$ cat src/hdl/tbbg_pkg.sv
// Package for the turbo / burst button gate: widths, constants, codes and the
// structs passed between the controller, datapath and register block.
// No dependencies.
package tbbg_pkg;

    localparam int BUTTONS = 16;
    localparam int BTN_W   = (BUTTONS > 1) ? $clog2(BUTTONS) : 1;
    localparam int MASK_W  = 16;
    localparam logic [MASK_W-1:0] BTN_MASK = {MASK_W{1'b1}} >> (MASK_W - BUTTONS);

    localparam int TIME_W  = 32;
    localparam int UNITS_W = 10;
    localparam int WIN_W   = 8;
    localparam int RATE_W  = 8;
    localparam int DUTY_W  = 7;
    localparam int MODES_W = 32;
    localparam int LIM_W   = 11;

    localparam int CYCLE_UNITS = 1000;
    localparam int DUTY_SCALE  = 10;

    // floor(x/1000) = (x * RECIP_T) >> 41, exact for any 32-bit x
    localparam logic [31:0] RECIP_T    = 32'd2199023256;
    localparam int          RECIP_T_SH = 41;
    localparam int          QT_W       = 64 - RECIP_T_SH;
    localparam int          QRATE_W    = QT_W + RATE_W;
    // floor(s/1000) = (s * RECIP_S) >> 28, exact for s < 2^18
    localparam int          SUM_W      = 18;
    localparam logic [18:0] RECIP_S    = 19'd268436;
    localparam int          RECIP_S_SH = 28;
    localparam int          PROD_S_W   = SUM_W + 19;

    localparam int PADDR_W = 4;
    localparam int PDATA_W = 32;

    localparam logic [RATE_W-1:0] RATE_RST = 8'd10;
    localparam logic [DUTY_W-1:0] DUTY_RST = 7'd50;

    typedef enum logic [1:0] {
        REG_MODES   = 2'd0,
        REG_RATE    = 2'd1,
        REG_DUTY    = 2'd2,
        REG_WINDOWS = 2'd3
    } t_reg_idx;

    typedef enum logic [1:0] {
        MODE_OFF   = 2'd0,
        MODE_TURBO = 2'd1,
        MODE_AUTO  = 2'd2,
        MODE_BURST = 2'd3
    } t_mode;

    typedef enum logic [1:0] {
        OP_KEEP    = 2'd0,
        OP_CLEAR   = 2'd1,
        OP_START   = 2'd2,
        OP_ADVANCE = 2'd3
    } t_gen_op;

    typedef enum logic [1:0] {
        ST_IDLE  = 2'd0,
        ST_ISSUE = 2'd1,
        ST_DRAIN = 2'd2,
        ST_DONE  = 2'd3
    } t_state;

    typedef struct packed {
        logic [MODES_W-1:0] modes;
        logic [RATE_W-1:0]  rate;
        logic [DUTY_W-1:0]  duty;
        logic [WIN_W-1:0]   windows;
    } t_cfg;

    typedef struct packed {
        logic             load;
        logic             issue;
        logic [BTN_W-1:0] idx;
        logic             push;
    } t_ctrl_cmd;

    typedef struct packed {
        logic pipe_empty;
        logic out_free;
    } t_dp_stat;

endpackage

$ cat src/hdl/tbbg_if.sv
// Handshake channel interfaces for the button gate: request in, result out.
// Depends on tbbg_pkg.
interface tbbg_in_if;
    logic                         valid;
    logic                         ready;
    logic [tbbg_pkg::TIME_W-1:0]  time_ms;
    logic [tbbg_pkg::MASK_W-1:0]  pressed_mask;
    logic [tbbg_pkg::MASK_W-1:0]  consumed_mask;

    modport source (output valid, output time_ms, output pressed_mask,
                    output consumed_mask, input ready);
    modport sink   (input valid, input time_ms, input pressed_mask,
                    input consumed_mask, output ready);
endinterface

interface tbbg_out_if;
    logic                        valid;
    logic                        ready;
    logic [tbbg_pkg::MASK_W-1:0] gated_mask;

    modport source (output valid, output gated_mask, input ready);
    modport sink   (input valid, input gated_mask, output ready);
endinterface

$ cat src/hdl/tbbg_regs.sv
// APB-style configuration registers for the button gate.
// Depends on tbbg_pkg.
module tbbg_regs (
    input  logic                           i_clk,
    input  logic                           i_rst_n,
    input  logic                           psel,
    input  logic                           penable,
    input  logic                           pwrite,
    input  logic [tbbg_pkg::PADDR_W-1:0]   paddr,
    input  logic [tbbg_pkg::PDATA_W-1:0]   pwdata,
    output logic [tbbg_pkg::PDATA_W-1:0]   prdata,
    output logic                           pready,
    output tbbg_pkg::t_cfg                 o_cfg
);

    tbbg_pkg::t_cfg     r_cfg;
    tbbg_pkg::t_reg_idx reg_idx;
    logic               wr_en;

    assign pready  = 1'b1;
    assign wr_en   = psel && penable && pwrite && pready;
    assign reg_idx = tbbg_pkg::t_reg_idx'(paddr[tbbg_pkg::PADDR_W-1:2]);
    assign o_cfg   = r_cfg;

    always_ff @(posedge i_clk) begin
        if (!i_rst_n) begin
            r_cfg.modes   <= '0;
            r_cfg.rate    <= tbbg_pkg::RATE_RST;
            r_cfg.duty    <= tbbg_pkg::DUTY_RST;
            r_cfg.windows <= '0;
        end else if (wr_en) begin
            case (reg_idx)
                tbbg_pkg::REG_MODES:   r_cfg.modes   <= pwdata[tbbg_pkg::MODES_W-1:0];
                tbbg_pkg::REG_RATE:    r_cfg.rate    <= pwdata[tbbg_pkg::RATE_W-1:0];
                tbbg_pkg::REG_DUTY:    r_cfg.duty    <= pwdata[tbbg_pkg::DUTY_W-1:0];
                tbbg_pkg::REG_WINDOWS: r_cfg.windows <= pwdata[tbbg_pkg::WIN_W-1:0];
                default: ;
            endcase
        end
    end

    always_comb begin
        case (reg_idx)
            tbbg_pkg::REG_MODES:   prdata = tbbg_pkg::PDATA_W'(r_cfg.modes);
            tbbg_pkg::REG_RATE:    prdata = tbbg_pkg::PDATA_W'(r_cfg.rate);
            tbbg_pkg::REG_DUTY:    prdata = tbbg_pkg::PDATA_W'(r_cfg.duty);
            tbbg_pkg::REG_WINDOWS: prdata = tbbg_pkg::PDATA_W'(r_cfg.windows);
            default:               prdata = '0;
        endcase
    end

endmodule

$ cat src/hdl/tbbg_ctrl.sv
// Controller FSM: takes a request, issues one button per cycle into the
// datapath pipeline, waits for it to drain, then hands off the result.
// Depends on tbbg_pkg.
module tbbg_ctrl (
    input  logic                  i_clk,
    input  logic                  i_rst_n,
    input  logic                  i_in_valid,
    output logic                  o_in_ready,
    input  tbbg_pkg::t_dp_stat    i_stat,
    output tbbg_pkg::t_ctrl_cmd   o_cmd
);

    localparam logic [tbbg_pkg::BTN_W-1:0] LAST_IDX =
        tbbg_pkg::BTN_W'(tbbg_pkg::BUTTONS - 1);

    tbbg_pkg::t_state             r_state, n_state;
    logic [tbbg_pkg::BTN_W-1:0]   r_cnt, n_cnt;

    always_ff @(posedge i_clk) begin
        if (!i_rst_n) begin
            r_state <= tbbg_pkg::ST_IDLE;
            r_cnt   <= '0;
        end else begin
            r_state <= n_state;
            r_cnt   <= n_cnt;
        end
    end

    always_comb begin
        n_state    = r_state;
        n_cnt      = r_cnt;
        o_in_ready = 1'b0;
        o_cmd      = '0;
        case (r_state)
            tbbg_pkg::ST_IDLE: begin
                o_in_ready = 1'b1;
                if (i_in_valid) begin
                    o_cmd.load = 1'b1;
                    n_cnt      = '0;
                    n_state    = tbbg_pkg::ST_ISSUE;
                end
            end
            tbbg_pkg::ST_ISSUE: begin
                o_cmd.issue = 1'b1;
                o_cmd.idx   = r_cnt;
                if (r_cnt == LAST_IDX) begin
                    n_state = tbbg_pkg::ST_DRAIN;
                end else begin
                    n_cnt = r_cnt + 1'b1;
                end
            end
            tbbg_pkg::ST_DRAIN: begin
                if (i_stat.pipe_empty) begin
                    n_state = tbbg_pkg::ST_DONE;
                end
            end
            tbbg_pkg::ST_DONE: begin
                // output register must be free or emptying this cycle
                if (i_stat.out_free) begin
                    o_cmd.push = 1'b1;
                    n_state    = tbbg_pkg::ST_IDLE;
                end
            end
            default: begin
                n_state = tbbg_pkg::ST_IDLE;
            end
        endcase
    end

endmodule

$ cat src/hdl/tbbg_dp.sv
// Datapath: per-button generator state, six-stage phase pipeline (elapsed
// time, reciprocal divides by 1000), writeback decision and output register.
// Depends on tbbg_pkg.
module tbbg_dp (
    input  logic                          i_clk,
    input  logic                          i_rst_n,
    input  tbbg_pkg::t_ctrl_cmd           i_cmd,
    output tbbg_pkg::t_dp_stat            o_stat,
    input  tbbg_pkg::t_cfg                i_cfg,
    input  logic [tbbg_pkg::TIME_W-1:0]   i_time_ms,
    input  logic [tbbg_pkg::MASK_W-1:0]   i_pressed_mask,
    input  logic [tbbg_pkg::MASK_W-1:0]   i_consumed_mask,
    output logic                          o_out_valid,
    input  logic                          i_out_ready,
    output logic [tbbg_pkg::MASK_W-1:0]   o_gated_mask
);

    localparam int B     = tbbg_pkg::BUTTONS;
    localparam int BW    = tbbg_pkg::BTN_W;
    localparam int TW    = tbbg_pkg::TIME_W;
    localparam int UW    = tbbg_pkg::UNITS_W;
    localparam int WW    = tbbg_pkg::WIN_W;
    localparam int MW    = tbbg_pkg::MASK_W;
    localparam int QW    = tbbg_pkg::QT_W;
    localparam int QRW   = tbbg_pkg::QRATE_W;
    localparam int SW    = tbbg_pkg::SUM_W;
    localparam int PSW   = tbbg_pkg::PROD_S_W;
    localparam int LW    = tbbg_pkg::LIM_W;
    localparam int DEPTH = 6;

    // generator state
    logic          r_active [B];
    logic          r_on     [B];
    logic [UW-1:0] r_units  [B];
    logic [WW-1:0] r_wl     [B];
    logic [TW-1:0] r_last   [B];
    logic [MW-1:0] r_prev;

    // latched request
    logic [TW-1:0] r_now;
    logic [MW-1:0] r_held, r_rising, r_consumed, r_gated;
    logic [MW-1:0] raw;

    // output register
    logic          r_out_valid;
    logic [MW-1:0] r_out_mask;

    // pipeline
    logic [DEPTH-1:0] r_vld;
    logic [BW-1:0]    r_s1_idx, r_s2_idx, r_s3_idx, r_s4_idx, r_s5_idx, r_s6_idx;
    logic [TW-1:0]    r_s1_elapsed, r_s2_elapsed;
    logic [UW-1:0]    r_s1_units, r_s2_units, r_s3_units;
    logic [63:0]      r_s2_prod;
    logic [UW-1:0]    r_s3_rem;
    logic [QRW-1:0]   r_s3_qrate, r_s4_qrate, r_s5_qrate;
    logic [SW-1:0]    r_s4_sum, r_s5_sum;
    logic [PSW-1:0]   r_s5_prod;
    logic [UW-1:0]    r_s6_units;
    logic [31:0]      r_s6_cycles;

    logic [QW-1:0]    s3_q;
    logic [TW-1:0]    s3_qk, s3_rem_full;
    logic [7:0]       s6_q2;
    logic [SW-1:0]    s6_q2k, s6_units_full;

    // writeback
    tbbg_pkg::t_mode   wb_mode;
    tbbg_pkg::t_gen_op wb_op;
    logic              wb_pressed, wb_rise, wb_cons, wb_act;
    logic [WW-1:0]     wb_wl, wb_wl_sub, wb_start_wl;
    logic [LW-1:0]     duty_lim;
    logic              on_adv, cyc_ge, adv_clear;
    logic              n_active, n_on;
    logic [UW-1:0]     n_units;
    logic [WW-1:0]     n_wl;
    logic [TW-1:0]     n_last;
    logic              n_gbit;

    assign raw = i_pressed_mask & tbbg_pkg::BTN_MASK;

    // ---- request latch and previous mask ----
    always_ff @(posedge i_clk) begin
        if (!i_rst_n) begin
            r_prev <= '0;
        end else if (i_cmd.load) begin
            r_prev <= raw;
        end
    end

    always_ff @(posedge i_clk) begin
        if (i_cmd.load) begin
            r_now      <= i_time_ms;
            r_held     <= raw & ~i_consumed_mask;
            r_rising   <= raw & ~r_prev & ~i_consumed_mask;
            r_consumed <= i_consumed_mask;
            r_gated    <= '0;
        end else if (r_vld[DEPTH-1]) begin
            r_gated[r_s6_idx] <= n_gbit;
        end
    end

    // ---- pipeline ----
    assign s3_q        = r_s2_prod[63 -: QW];
    assign s3_qk       = TW'(s3_q) * TW'(tbbg_pkg::CYCLE_UNITS);
    assign s3_rem_full = r_s2_elapsed - s3_qk;
    assign s6_q2       = r_s5_prod[tbbg_pkg::RECIP_S_SH +: 8];
    assign s6_q2k      = SW'(s6_q2) * SW'(tbbg_pkg::CYCLE_UNITS);
    assign s6_units_full = r_s5_sum - s6_q2k;

    always_ff @(posedge i_clk) begin
        if (!i_rst_n) begin
            r_vld <= '0;
        end else begin
            r_vld <= {r_vld[DEPTH-2:0], i_cmd.issue};
        end
    end

    always_ff @(posedge i_clk) begin
        // stage 1: elapsed time since the entry's last update
        r_s1_idx     <= i_cmd.idx;
        r_s1_elapsed <= r_now - r_last[i_cmd.idx];
        r_s1_units   <= r_units[i_cmd.idx];
        // stage 2: reciprocal product for elapsed / 1000
        r_s2_idx     <= r_s1_idx;
        r_s2_elapsed <= r_s1_elapsed;
        r_s2_units   <= r_s1_units;
        r_s2_prod    <= 64'(r_s1_elapsed) * 64'(tbbg_pkg::RECIP_T);
        // stage 3: whole seconds times rate, leftover ms
        r_s3_idx     <= r_s2_idx;
        r_s3_units   <= r_s2_units;
        r_s3_rem     <= s3_rem_full[UW-1:0];
        r_s3_qrate   <= QRW'(s3_q) * QRW'(i_cfg.rate);
        // stage 4: units + leftover ms * rate
        r_s4_idx     <= r_s3_idx;
        r_s4_qrate   <= r_s3_qrate;
        r_s4_sum     <= SW'(r_s3_units) + SW'(r_s3_rem) * SW'(i_cfg.rate);
        // stage 5: reciprocal product for sum / 1000
        r_s5_idx     <= r_s4_idx;
        r_s5_qrate   <= r_s4_qrate;
        r_s5_sum     <= r_s4_sum;
        r_s5_prod    <= PSW'(r_s4_sum) * PSW'(tbbg_pkg::RECIP_S);
        // stage 6: new units and completed cycles
        r_s6_idx     <= r_s5_idx;
        r_s6_units   <= s6_units_full[UW-1:0];
        r_s6_cycles  <= 32'(r_s5_qrate) + 32'(s6_q2);
    end

    // ---- writeback decision ----
    always_comb begin
        wb_mode     = tbbg_pkg::t_mode'(i_cfg.modes[{r_s6_idx, 1'b0} +: 2]);
        wb_pressed  = r_held[r_s6_idx];
        wb_rise     = r_rising[r_s6_idx];
        wb_cons     = r_consumed[r_s6_idx];
        wb_act      = r_active[r_s6_idx];
        wb_wl       = r_wl[r_s6_idx];
        wb_start_wl = '0;

        duty_lim  = LW'(i_cfg.duty) * LW'(tbbg_pkg::DUTY_SCALE);
        on_adv    = LW'(r_s6_units) < duty_lim;
        cyc_ge    = r_s6_cycles >= 32'(wb_wl);
        wb_wl_sub = wb_wl - r_s6_cycles[WW-1:0];
        // burst ends when the cycles run out, or on the last window's off phase
        adv_clear = (wb_wl != '0) && (cyc_ge || (wb_wl_sub == WW'(1) && !on_adv));

        wb_op = tbbg_pkg::OP_KEEP;
        if (wb_cons) begin
            wb_op = tbbg_pkg::OP_CLEAR;
        end else begin
            case (wb_mode)
                tbbg_pkg::MODE_OFF: begin
                    wb_op = tbbg_pkg::OP_CLEAR;
                end
                tbbg_pkg::MODE_TURBO: begin
                    if (!wb_pressed)  wb_op = tbbg_pkg::OP_CLEAR;
                    else if (!wb_act) wb_op = tbbg_pkg::OP_START;
                    else              wb_op = tbbg_pkg::OP_ADVANCE;
                end
                tbbg_pkg::MODE_AUTO: begin
                    if (wb_rise)     wb_op = wb_act ? tbbg_pkg::OP_CLEAR : tbbg_pkg::OP_START;
                    else if (wb_act) wb_op = tbbg_pkg::OP_ADVANCE;
                end
                tbbg_pkg::MODE_BURST: begin
                    wb_start_wl = i_cfg.windows;
                    if (wb_rise)     wb_op = tbbg_pkg::OP_START;
                    else if (wb_act) wb_op = tbbg_pkg::OP_ADVANCE;
                end
                default: ;
            endcase
        end

        if (wb_op == tbbg_pkg::OP_ADVANCE && adv_clear) begin
            wb_op = tbbg_pkg::OP_CLEAR;
        end

        n_active = wb_act;
        n_on     = r_on[r_s6_idx];
        n_units  = r_units[r_s6_idx];
        n_wl     = wb_wl;
        n_last   = r_last[r_s6_idx];
        case (wb_op)
            tbbg_pkg::OP_CLEAR: begin
                n_active = 1'b0;
                n_on     = 1'b0;
                n_units  = '0;
                n_wl     = '0;
                n_last   = '0;
            end
            tbbg_pkg::OP_START: begin
                n_active = 1'b1;
                n_on     = 1'b1;
                n_units  = '0;
                n_wl     = wb_start_wl;
                n_last   = r_now;
            end
            tbbg_pkg::OP_ADVANCE: begin
                n_on    = on_adv;
                n_units = r_s6_units;
                n_last  = r_now;
                if (wb_wl != '0) n_wl = wb_wl_sub;
            end
            default: ;
        endcase

        if (wb_cons)                             n_gbit = 1'b0;
        else if (wb_mode == tbbg_pkg::MODE_OFF)  n_gbit = wb_pressed;
        else                                     n_gbit = n_active && n_on;
    end

    always_ff @(posedge i_clk) begin
        if (!i_rst_n) begin
            for (int b = 0; b < B; b++) begin
                r_active[b] <= 1'b0;
                r_on[b]     <= 1'b0;
                r_units[b]  <= '0;
                r_wl[b]     <= '0;
                r_last[b]   <= '0;
            end
        end else if (r_vld[DEPTH-1]) begin
            r_active[r_s6_idx] <= n_active;
            r_on[r_s6_idx]     <= n_on;
            r_units[r_s6_idx]  <= n_units;
            r_wl[r_s6_idx]     <= n_wl;
            r_last[r_s6_idx]   <= n_last;
        end
    end

    // ---- output register ----
    always_ff @(posedge i_clk) begin
        if (!i_rst_n) begin
            r_out_valid <= 1'b0;
        end else if (i_cmd.push) begin
            r_out_valid <= 1'b1;
        end else if (i_out_ready) begin
            r_out_valid <= 1'b0;
        end
    end

    always_ff @(posedge i_clk) begin
        if (i_cmd.push) begin
            r_out_mask <= r_gated;
        end
    end

    assign o_out_valid       = r_out_valid;
    assign o_gated_mask      = r_out_mask;
    assign o_stat.pipe_empty = (r_vld == '0);
    assign o_stat.out_free   = !r_out_valid || i_out_ready;

endmodule

$ cat src/hdl/turbo_burst_button_gate_top.sv
// Top level of the turbo / auto-burst / burst button gate.
// Depends on tbbg_pkg, tbbg_if, tbbg_regs, tbbg_ctrl, tbbg_dp.
//
//  channel   dir  handshake          payload
//  i_in      in   valid / ready      time_ms[31:0], pressed_mask[15:0], consumed_mask[15:0]
//  o_out     out  valid / ready      gated_mask[15:0]
//  apb       in   psel/penable/pready  paddr[3:0], pwdata[31:0], prdata[31:0]
//
// One request at a time: each of the BUTTONS buttons is issued into a six-stage
// pipeline, which then drains before the result goes to the output register.
// Reset is synchronous, active low; all generators and the previous mask clear.
// A finished result sits in the output register; the next request is taken
// while it waits, and only the hand-off stalls until the register frees up.
module turbo_burst_button_gate_top (
    input  logic                          i_clk,
    input  logic                          i_rst_n,
    tbbg_in_if.sink                       i_in,
    tbbg_out_if.source                    o_out,
    input  logic                          psel,
    input  logic                          penable,
    input  logic                          pwrite,
    input  logic [tbbg_pkg::PADDR_W-1:0]  paddr,
    input  logic [tbbg_pkg::PDATA_W-1:0]  pwdata,
    output logic [tbbg_pkg::PDATA_W-1:0]  prdata,
    output logic                          pready
);

    tbbg_pkg::t_cfg      cfg;
    tbbg_pkg::t_ctrl_cmd cmd;
    tbbg_pkg::t_dp_stat  stat;
    logic                in_ready;
    logic                out_valid;
    logic [tbbg_pkg::MASK_W-1:0] gated_mask;

    tbbg_regs u_regs (
        .i_clk   (i_clk),
        .i_rst_n (i_rst_n),
        .psel    (psel),
        .penable (penable),
        .pwrite  (pwrite),
        .paddr   (paddr),
        .pwdata  (pwdata),
        .prdata  (prdata),
        .pready  (pready),
        .o_cfg   (cfg)
    );

    tbbg_ctrl u_ctrl (
        .i_clk      (i_clk),
        .i_rst_n    (i_rst_n),
        .i_in_valid (i_in.valid),
        .o_in_ready (in_ready),
        .i_stat     (stat),
        .o_cmd      (cmd)
    );

    tbbg_dp u_dp (
        .i_clk           (i_clk),
        .i_rst_n         (i_rst_n),
        .i_cmd           (cmd),
        .o_stat          (stat),
        .i_cfg           (cfg),
        .i_time_ms       (i_in.time_ms),
        .i_pressed_mask  (i_in.pressed_mask),
        .i_consumed_mask (i_in.consumed_mask),
        .o_out_valid     (out_valid),
        .i_out_ready     (o_out.ready),
        .o_gated_mask    (gated_mask)
    );

    assign i_in.ready       = in_ready;
    assign o_out.valid      = out_valid;
    assign o_out.gated_mask = gated_mask;

endmodule

$ cat src/flat_wrapper.sv
// flat-port wrapper written by rule: the top's interface ports become plain ports
module turbo_burst_button_gate_top_flat 
  (i_clk, i_rst_n, psel, penable, pwrite, paddr, pwdata, prdata, pready, i_in_valid, i_in_time_ms, i_in_pressed_mask, i_in_consumed_mask, i_in_ready, o_out_valid, o_out_gated_mask, o_out_ready);
  tbbg_in_if i_in_i ();
  tbbg_out_if o_out_i ();
  input  logic i_clk;
  input  logic i_rst_n;
  input  logic psel;
  input  logic penable;
  input  logic pwrite;
  input  logic [tbbg_pkg::PADDR_W-1:0] paddr;
  input  logic [tbbg_pkg::PDATA_W-1:0] pwdata;
  output logic [tbbg_pkg::PDATA_W-1:0] prdata;
  output logic pready;
  input wire logic [$bits(i_in_i.valid)-1:0] i_in_valid;
  input wire logic [$bits(i_in_i.time_ms)-1:0] i_in_time_ms;
  input wire logic [$bits(i_in_i.pressed_mask)-1:0] i_in_pressed_mask;
  input wire logic [$bits(i_in_i.consumed_mask)-1:0] i_in_consumed_mask;
  output wire logic [$bits(i_in_i.ready)-1:0] i_in_ready;
  output wire logic [$bits(o_out_i.valid)-1:0] o_out_valid;
  output wire logic [$bits(o_out_i.gated_mask)-1:0] o_out_gated_mask;
  input wire logic [$bits(o_out_i.ready)-1:0] o_out_ready;
  assign i_in_i.valid = i_in_valid;
  assign i_in_i.time_ms = i_in_time_ms;
  assign i_in_i.pressed_mask = i_in_pressed_mask;
  assign i_in_i.consumed_mask = i_in_consumed_mask;
  assign i_in_ready = i_in_i.ready;
  assign o_out_valid = o_out_i.valid;
  assign o_out_gated_mask = o_out_i.gated_mask;
  assign o_out_i.ready = o_out_ready;
  turbo_burst_button_gate_top u_core (.i_clk(i_clk), .i_rst_n(i_rst_n), .i_in(i_in_i), .o_out(o_out_i), .psel(psel), .penable(penable), .pwrite(pwrite), .paddr(paddr), .pwdata(pwdata), .prdata(prdata), .pready(pready));
endmodule
$ cat config.mk
export PLATFORM = sky130hd
export DESIGN_NAME = turbo_burst_button_gate_top_flat
export DESIGN_NICKNAME = d
export VERILOG_FILES = /design/src/hdl/tbbg_pkg.sv /design/src/hdl/tbbg_if.sv /design/src/hdl/tbbg_regs.sv /design/src/hdl/tbbg_ctrl.sv /design/src/hdl/tbbg_dp.sv /design/src/hdl/turbo_burst_button_gate_top.sv /design/src/flat_wrapper.sv
export SDC_FILE = /design/constraint.sdc
export NUM_CORES = 2
export LEC_CHECK = 0
export BUFFER_PORTS_ARGS = -buffer_cell sky130_fd_sc_hd__buf_4
export CAP_MARGIN = 20
export CORE_UTILIZATION = 55
export CTS_BUF_LIST = sky130_fd_sc_hd__clkbuf_4
export DETAILED_ROUTE_END_ITERATION = 6
export GPL_ROUTABILITY_DRIVEN = 0
export HOLD_SLACK_MARGIN = 0.05
export PLACE_DENSITY = 0.72
export SYNTH_ARGS = -nofsm -noshare
export SYNTH_HDL_FRONTEND = slang
export SYNTH_SLANG_ARGS = --single-unit
$ cat constraint.sdc
create_clock -name i_clk -period 6.02 [get_ports i_clk]
set_input_delay 0.301 -clock i_clk [delete_from_list [all_inputs] [get_ports i_clk]]
set_output_delay 0.301 -clock i_clk [all_outputs]
set_load 0.02 [all_outputs]
=== After elaboration in Yosys (flattened, before gate mapping) ===
Memory sizes are Yosys's and may differ from the RTL's. A register that Yosys moved wholly into a read port is not among the register bits.
Cells that the tools add are included.

* Bits of input ports: 107
* RAM bits: 832
* Logic and storage cells: 183
* Bits in registers: 550
* Output and inout port bits: 51
* Memories kept: 5

* Multiply operators: 7
* Mux-type cells: 64
* Bitwise logic cells: 5
* Reduce and logical (&&, ||, !) cells: 33
* Add/sub/neg operators: 7
* Magnitude comparators: 4
* Equal/unequal tests: 22
* Shift operators: 1

{| class="wikitable"
|+ Memories
! memory !! words !! width !! rd ports !! clocked after memory_dff !! wr ports !! line !! source
|-
| u_core.u_dp.r_last || 16 || 32 || 1 || 0 || 16 || tbbg_dp.sv:36 || <nowiki>logic [TW-1:0] r_last [B];</nowiki>
|-
| u_core.u_dp.r_units || 16 || 10 || 1 || 1 || 16 || tbbg_dp.sv:34 || <nowiki>logic [UW-1:0] r_units [B];</nowiki>
|-
| u_core.u_dp.r_wl || 16 || 8 || 1 || 1 || 16 || tbbg_dp.sv:35 || <nowiki>logic [WW-1:0] r_wl [B];</nowiki>
|-
| u_core.u_dp.r_active || 16 || 1 || 1 || 1 || 16 || tbbg_dp.sv:32 || <nowiki>logic r_active [B];</nowiki>
|-
| u_core.u_dp.r_on || 16 || 1 || 1 || 1 || 16 || tbbg_dp.sv:33 || <nowiki>logic r_on [B];</nowiki>
|}

{| class="wikitable"
|+ Operator list
! kind !! count
|-
| 32-bit case mux with 4 select lines || 1
|-
| 32-bit case mux with 2 select lines || 1
|-
| 32-bit by 29-bit multiplier with 61-bit output (second input constant) || 1
|-
| 16-bit bitwise AND || 3
|-
| 18-bit by 17-bit multiplier with 34-bit output (second input constant) || 1
|-
| 31-bit by 8-bit adder with 32-bit output || 1
|-
| 32-bit by 8-bit greater-or-equal comparator with 1-bit output || 1
|-
| 32-bit two-way mux || 1
|-
| 8-bit two-way mux || 4
|-
| 16-bit NOT || 2
|-
| 32-bit OR reduction || 1
|-
| 32-bit by 6-bit variable part select with 2-bit output || 1
|-
| 32-bit subtractor || 1
|-
| 23-bit by 8-bit multiplier with 31-bit output || 1
|-
| 4-bit two-way mux || 7
|-
| 1-bit two-way mux || 25
|-
| 8-bit case mux with 3 select lines || 1
|-
| 23-bit by 7-bit multiplier with 7-bit output (second input constant) || 1
|-
| 2-bit two-way mux || 11
|-
| 10-bit case mux with 2 select lines || 1
|-
| 10-bit subtractor || 2
|-
| 10-bit by 18-bit adder with 18-bit output || 1
|-
| 2-bit == test (second input constant) || 9
|-
| 10-bit by 8-bit multiplier with 18-bit output || 1
|-
| 35 further kinds || 64
|}

=== Logic depth before layout (Yosys ltp) ===
* Depth in word-level cells: 14
* Depth in mapped cells: 26
* Depth with buffers taken out: 25

=== By module ===
A second synthesis with hierarchy kept.

* Cell total of the unflattened synthesis: 6623
* Area total of the unflattened synthesis: 81567.0 um2

{| class="wikitable"
|+ Modules (own cells, without submodules)
! module !! sequential area each (um2) !! instances !! area each (um2) !! cells each
|-
| tbbg_dp || 34332.9 || 1 || 78560.3 || 6307
|-
| tbbg_regs || 1101.1 || 1 || 2529.9 || 263
|-
| tbbg_ctrl || 120.1 || 1 || 476.7 || 53
|}

=== Least setup slack after synthesis ===
OpenSTA, ideal clock, no wires.

* Path kind: register -> register
* Start point: register u_core.u_dp.r_s1_elapsed[24]
* End point: register u_core.u_dp.r_s2_prod[60]
* Data required time: 5.902 ns
* Arrival time: 6.503 ns
* Path slack: -0.602 ns
* Setup time: 0.118 ns
* Path buffers: 0
* Stages on the path, launching flop included: 25
* Period minus slack after synthesis: 6.622 ns
* Cells stage by stage: dfxtp_1 -> ha_1 -> fa_1 -> fa_1 -> inv_1 -> fa_1 -> inv_1 -> fa_1 -> inv_1 -> fa_1 -> inv_1 -> fa_1 -> inv_1 -> fa_1 -> inv_1 -> ha_1 -> nand3_1 -> or3_1 -> or4_1 -> a21o_1 -> a211oi_1 -> nor2_1 -> o21ai_0 -> a21oi_1 -> xnor2_1

* Longest elaborated chain between the ends: 1

{| class="wikitable"
|+ RTL lines
! item !! line !! source
|-
| from (decl) || tbbg_dp.sv:51 || <nowiki>logic [TW-1:0] r_s1_elapsed, r_s2_elapsed;</nowiki>
|-
| from (signal assigned) || tbbg_dp.sv:121 || <nowiki>r_s1_elapsed <= r_now - r_last[i_cmd.idx];</nowiki>
|-
| 32-bit by 29-bit multiplier with 61-bit output || tbbg_dp.sv:127 || <nowiki>r_s2_prod <= 64'(r_s1_elapsed) * 64'(tbbg_pkg::RECIP_T);</nowiki>
|-
| to (signal assigned) || tbbg_dp.sv:127 ||
|-
| to (decl) || tbbg_dp.sv:53 || <nowiki>logic [63:0] r_s2_prod;</nowiki>
|}

No other way between the ends.
A chain may end at the register's enable or synchronous reset.

=== Worst setup path after layout ===
* Start point: register u_core.u_dp.r_s1_elapsed[24]
* End point: register u_core.u_dp.r_s2_prod[62]

The elaborated chain is that of the path after synthesis.

==> metrics.md <==
| Metric | Value |
|---|---|
| Post-layout min period | `6.62 ns` |
| Wire length of the first global-routing pass | `348 mm` |
| Critical path fanouts, max | `3` |
| Average wire per standard cell | `22.2 um` |
| Seq cells post-synth | `1,328` |
| Sequential element share of the synthesized area | `0.439` |
| Reg clk slew, reported paths | `0.07 ns` |
| Slowest cell delay on critical path | `0.53 ns` |
| Number of DRC markers in iteration 0 | `5,238` |
| Number of buffers and inverters on the critical path | `6` |
| DRC violation count after routing | `0` |
| Commonest register cell after synthesis | `sky130_fd_sc_hd__edfxtp_1` |
| Area occupied by multi-input gates | `41,400 sq um` |
| Clock tree root driver cell | `sky130_fd_sc_hd__clkbuf_4` |
| Grt ovf | `0` |
| Initial antenna violation count | `9` |
| Crit path setup slack, layout | `-0.604 ns` |
| Via density per instance | `5.77` |
| Violations in the final reports | `negative setup slack` |
| Yosys warnings | `0` |
| Worst-case clock buffer depth | `4` |
| Outcome | `finished with violations` |
| Worst R2R Setup Slack | `-0.60 ns` |
| Maximum achievable frequency | `0.151 GHz` |
| Type of origin of the critical path | `flop` |
| Syn_area_per_cell | `11.1 sq um` |
| Crit path max-delay family | `adder cells` |
| Die Wd | `386 um` |
| Vias in the first global route | `61,311` |
| Vias post-DR | `59,316` |
| Pre-CTS setup slack | `-0.769 ns` |
| CTS tree | `built` |
| Total nets after synthesis | `8,679` |
| Clock sink total | `1,328` |
| Final hold violation count | `0` |
| Setup-failing EPs final | `23` |
| Classification of the worst setup path | `reg -> reg` |
| Area growth from synthesis to layout | `16.9%` |
| Post-route fraction of the period consumed by the critical path | `1.10` |
| Critical-path cell list | `ha_4 > fa_2 > fa_1 > inv_1 > fa_1 > inv_1 > fa_1 > inv_2 > fa_1 > inv_1 > fa_1 > inv_1 > fa_1 > inv_2 > ha_4 > nand3_2 > or3_4 > or4_1 > a21o_1 > a211oi_2 > or2_4 > a211oi_2 > o21bai_1 > xor2_1` |
| I/O pin count | `158` |
| Worst hold-check path type | `in -> reg` |
| Crit path top cell by count | `sky130_fd_sc_hd__fa_1` |
| Die area | `149,000 sq um` |
| RSZ-0062 raised after global routing | `true` |
| H-tree Lvls | `5` |
| Initial core utilization | `0.555` |
| Total area of sequential cells | `35,600 sq um` |
| Remaining antenna violation count after routing | `0` |
| Slew at the pin closest to its max-slew limit | `1.21 ns` |
| Fill cell total of the finished layout | `10,985` |
| First-pass iteration count of the detailed router | `6` |
| Netlist area before placement | `80,900 sq um` |
| Count of input and output buffers | `154` |
| Synthesized instance count | `7,295` |
| Max-cap check violation count | `0` |
| Endpoint arrival time on the critical path | `7.78 ns` |
| Netlist cell types | `74` |
| Total CTS buffers | `357` |
| Share of cells above drive strength 1 | `0.185` |
| Number of synthesized flops with an enable pin | `896` |
| Slew Limit Fails | `0` |
| Die outline height | `386 um` |
| Core region area | `146,000 sq um` |
| Clock latency on the worst-skew pair | `1.32 ns` |
| Setup Skew | `0.177 ns` |
| Total length of routed wires | `228 mm` |
| Slew headroom | `0.187` |
| Worst EP required | `7.17 ns` |
| Largest net degree at the start of global routing | `99` |
| Worst path slowest cell | `sky130_fd_sc_hd__fa_1` |
| Row cnt | `140` |
| Total routing usage reported by global routing | `0.308` |
| Detailed-placement wirelength estimate | `152 mm` |
| Crit path capture type | `flop` |
| Asr flop ratio synth | `0` |
| Fin nets | `9,527` |
## layer usage
metal  GRT usage  routed length (um)  vias up
met5           0                  95        -
met4       0.137                9950       10
met3      0.0649               22400      672
met2       0.507              110000     3066
met1       0.390               85800    29102
li1            -                   -    26466
## flip-flops by register name (all words and copies together), names as in the netlist, 18 cells and up
name,flops
u_core.u_dp.r_last,512
u_core.u_dp.r_units,160
u_core.u_dp.r_wl,128
u_core.u_regs.o_cfg,55
u_core.u_dp.r_now,32
u_core.u_dp.r_s1_elapsed,32
u_core.u_dp.r_s6_cycles,32
u_core.u_dp.r_s3_qrate,31
u_core.u_dp.r_s4_qrate,31
u_core.u_dp.r_s5_qrate,31
u_core.u_dp.r_s2_prod,23
u_core.u_dp.r_s4_sum,18
## worst reg2reg max path, stage by stage (launching register included)
cell	delay [ns]
sky130_fd_sc_hd__dfxtp_4	0.36
sky130_fd_sc_hd__ha_4	0.25
sky130_fd_sc_hd__fa_2	0.40
sky130_fd_sc_hd__fa_1	0.49
sky130_fd_sc_hd__inv_1	0.05
sky130_fd_sc_hd__fa_1	0.47
sky130_fd_sc_hd__inv_1	0.05
sky130_fd_sc_hd__fa_1	0.49
sky130_fd_sc_hd__inv_2	0.04
sky130_fd_sc_hd__fa_1	0.53
sky130_fd_sc_hd__inv_1	0.05
sky130_fd_sc_hd__fa_1	0.48
sky130_fd_sc_hd__inv_1	0.05
sky130_fd_sc_hd__fa_1	0.49
sky130_fd_sc_hd__inv_2	0.05
sky130_fd_sc_hd__ha_4	0.27
sky130_fd_sc_hd__nand3_2	0.08
sky130_fd_sc_hd__or3_4	0.34
sky130_fd_sc_hd__or4_1	0.41
sky130_fd_sc_hd__a21o_1	0.23
sky130_fd_sc_hd__a211oi_2	0.31
sky130_fd_sc_hd__or2_4	0.20
sky130_fd_sc_hd__a211oi_2	0.08
sky130_fd_sc_hd__o21bai_1	0.23
sky130_fd_sc_hd__xor2_1	0.16
## cell families (layout without fill, tap and decap cells)
group                    count (synthesis)  count (layout)  share of synthesized area
buffers and inverters                 1279            2349                     0.0611
AO/OA/AOI/OAI                          960             960                     0.0754
AND/OR/NAND/NOR                       1965            1965                      0.105
multiplexers                           324             324                     0.0545
XOR/XNOR                               161             161                     0.0174
other                                    1               6                  0.0000464
flip-flops                            1328            1328                      0.439
adder cells (fa/ha/maj)               1277            1277                      0.248
## final cells by class
class                   count  area share
clock inverters            54     0.00348
flip-flops and latches   1328       0.377
diodes                      5    0.000132
clock buffers             527      0.0418
multi-input cells        4688       0.438
well taps                1917      0.0254
inverters                 937      0.0373
repair buffers            831      0.0771
## per-stage QoR
step | util | instance area [sq um] | hold slack, ns | std cells | TNS [ns]
6_report | 0.649 | 94600 | 0.0290 | 10287 | -9.44
5_1_grt | 0.649 | 94600 | 0.0356 | 10286 | -14.07
4_1_cts | 0.646 | 94100 | 0.0777 | 10263 | -7.23
3_5_place_dp | 0.596 | 86800 | 0.312 | 9427 | -11.68
3_3_place_gp | 0.596 | 86800 | 0.310 | 9427 | -9.53
2_1_floorplan | - | 81000 | 0.310 | 7295 | -1.75
## cells in the final DEF, fill, tap and decap left out, types with 19 or more instances in the layout
cell type                         n
sky130_fd_sc_hd__nor2_1         971
sky130_fd_sc_hd__inv_1          919
sky130_fd_sc_hd__edfxtp_1       896
sky130_fd_sc_hd__ha_1           699
sky130_fd_sc_hd__buf_4          544
sky130_fd_sc_hd__clkbuf_4       527
sky130_fd_sc_hd__fa_1           516
sky130_fd_sc_hd__nand2_1        496
sky130_fd_sc_hd__dfxtp_1        406
sky130_fd_sc_hd__a21oi_1        304
sky130_fd_sc_hd__dlygate4sd3_1  249
sky130_fd_sc_hd__and2_1         144
sky130_fd_sc_hd__a211oi_1       136
sky130_fd_sc_hd__o21ai_0        128
sky130_fd_sc_hd__mux2_2         123
sky130_fd_sc_hd__xnor2_1        122
sky130_fd_sc_hd__mux2i_1        120
sky130_fd_sc_hd__nor2b_1        110
sky130_fd_sc_hd__mux4_2          81
sky130_fd_sc_hd__nand3_1         80
sky130_fd_sc_hd__o22ai_1         61
sky130_fd_sc_hd__a21o_1          59
sky130_fd_sc_hd__a31oi_1         40
sky130_fd_sc_hd__nor3_1          39
sky130_fd_sc_hd__a21boi_0        39
sky130_fd_sc_hd__xor2_1          38
sky130_fd_sc_hd__ha_4            36
sky130_fd_sc_hd__clkinv_1        31
sky130_fd_sc_hd__buf_12          29
sky130_fd_sc_hd__fa_2            24
sky130_fd_sc_hd__dfxtp_4         23
sky130_fd_sc_hd__inv_2           22
sky130_fd_sc_hd__nand2b_1        22
sky130_fd_sc_hd__o21ai_1         20
sky130_fd_sc_hd__o21a_1          19
sky130_fd_sc_hd__nand4_1         19
## repair_timing
| item | in CTS | in global routing |
|---|---|---|
| pin swaps | 39 | 61 |
| buffers inserted | 6 | 15 |
| endpoints found under the setup margin | 23 | 79 |
| resized for setup | 79 | 56 |
| hold endpoints to repair | 699 | 0 |
| hold buffers | 249 | 0 |
## path summary, 6_finish.rpt
check	startpoint	endpoint	cells past startpoint
max	u_core.u_dp.r_s1_elapsed[24]	u_core.u_dp.r_s2_prod[62]	24
min reg2reg	u_core.u_dp.r_s2_units[7]	u_core.u_dp.r_s3_units[7]	0
min	pwrite	u_core.u_regs.o_cfg[27]	5
max reg2reg	u_core.u_dp.r_s1_elapsed[24]	u_core.u_dp.r_s2_prod[62]	24
## Yosys cell counts, types with 6 or more instances
library cell | n | share of area
sky130_fd_sc_hd__ha_1 | 737 | 0.11
sky130_fd_sc_hd__o31ai_1 | 14 | 0.0013
sky130_fd_sc_hd__nand3_1 | 82 | 0.0051
sky130_fd_sc_hd__buf_6 | 6 | 0.00084
sky130_fd_sc_hd__a31oi_1 | 42 | 0.0032
sky130_fd_sc_hd__mux2_2 | 123 | 0.017
sky130_fd_sc_hd__buf_2 | 60 | 0.0037
sky130_fd_sc_hd__nor4_1 | 9 | 0.00070
sky130_fd_sc_hd__inv_1 | 932 | 0.043
sky130_fd_sc_hd__a21boi_0 | 39 | 0.0036
sky130_fd_sc_hd__mux4_2 | 81 | 0.023
sky130_fd_sc_hd__or3_1 | 9 | 0.00070
sky130_fd_sc_hd__mux2i_1 | 120 | 0.015
sky130_fd_sc_hd__fa_1 | 540 | 0.13
sky130_fd_sc_hd__buf_1 | 38 | 0.0018
sky130_fd_sc_hd__o211ai_1 | 12 | 0.0011
sky130_fd_sc_hd__o21a_1 | 19 | 0.0018
sky130_fd_sc_hd__or2_2 | 8 | 0.00062
sky130_fd_sc_hd__o31a_1 | 7 | 0.00076
sky130_fd_sc_hd__nor2_1 | 973 | 0.045
sky130_fd_sc_hd__dfxtp_1 | 432 | 0.11
sky130_fd_sc_hd__nand4_1 | 19 | 0.0015
sky130_fd_sc_hd__and2_1 | 145 | 0.011
sky130_fd_sc_hd__xor2_1 | 39 | 0.0042
sky130_fd_sc_hd__nand2b_1 | 23 | 0.0018
sky130_fd_sc_hd__nor2b_1 | 110 | 0.0085
sky130_fd_sc_hd__nand2_1 | 516 | 0.024
sky130_fd_sc_hd__and3_1 | 14 | 0.0011
sky130_fd_sc_hd__o21bai_1 | 31 | 0.0029
sky130_fd_sc_hd__edfxtp_1 | 896 | 0.33
sky130_fd_sc_hd__xnor2_1 | 122 | 0.013
sky130_fd_sc_hd__a211oi_1 | 138 | 0.013
sky130_fd_sc_hd__a211oi_2 | 10 | 0.0015
sky130_fd_sc_hd__a21oi_1 | 315 | 0.019
sky130_fd_sc_hd__a21o_1 | 59 | 0.0055
sky130_fd_sc_hd__o21ai_0 | 145 | 0.0090
sky130_fd_sc_hd__o22ai_1 | 62 | 0.0048
sky130_fd_sc_hd__a221o_1 | 10 | 0.0012
sky130_fd_sc_hd__nor3_1 | 41 | 0.0025
sky130_fd_sc_hd__clkbuf_1 | 233 | 0.011
Power is not shown: default switching activity piles up to over one toggle a cycle in this logic, so the estimate is an artifact.
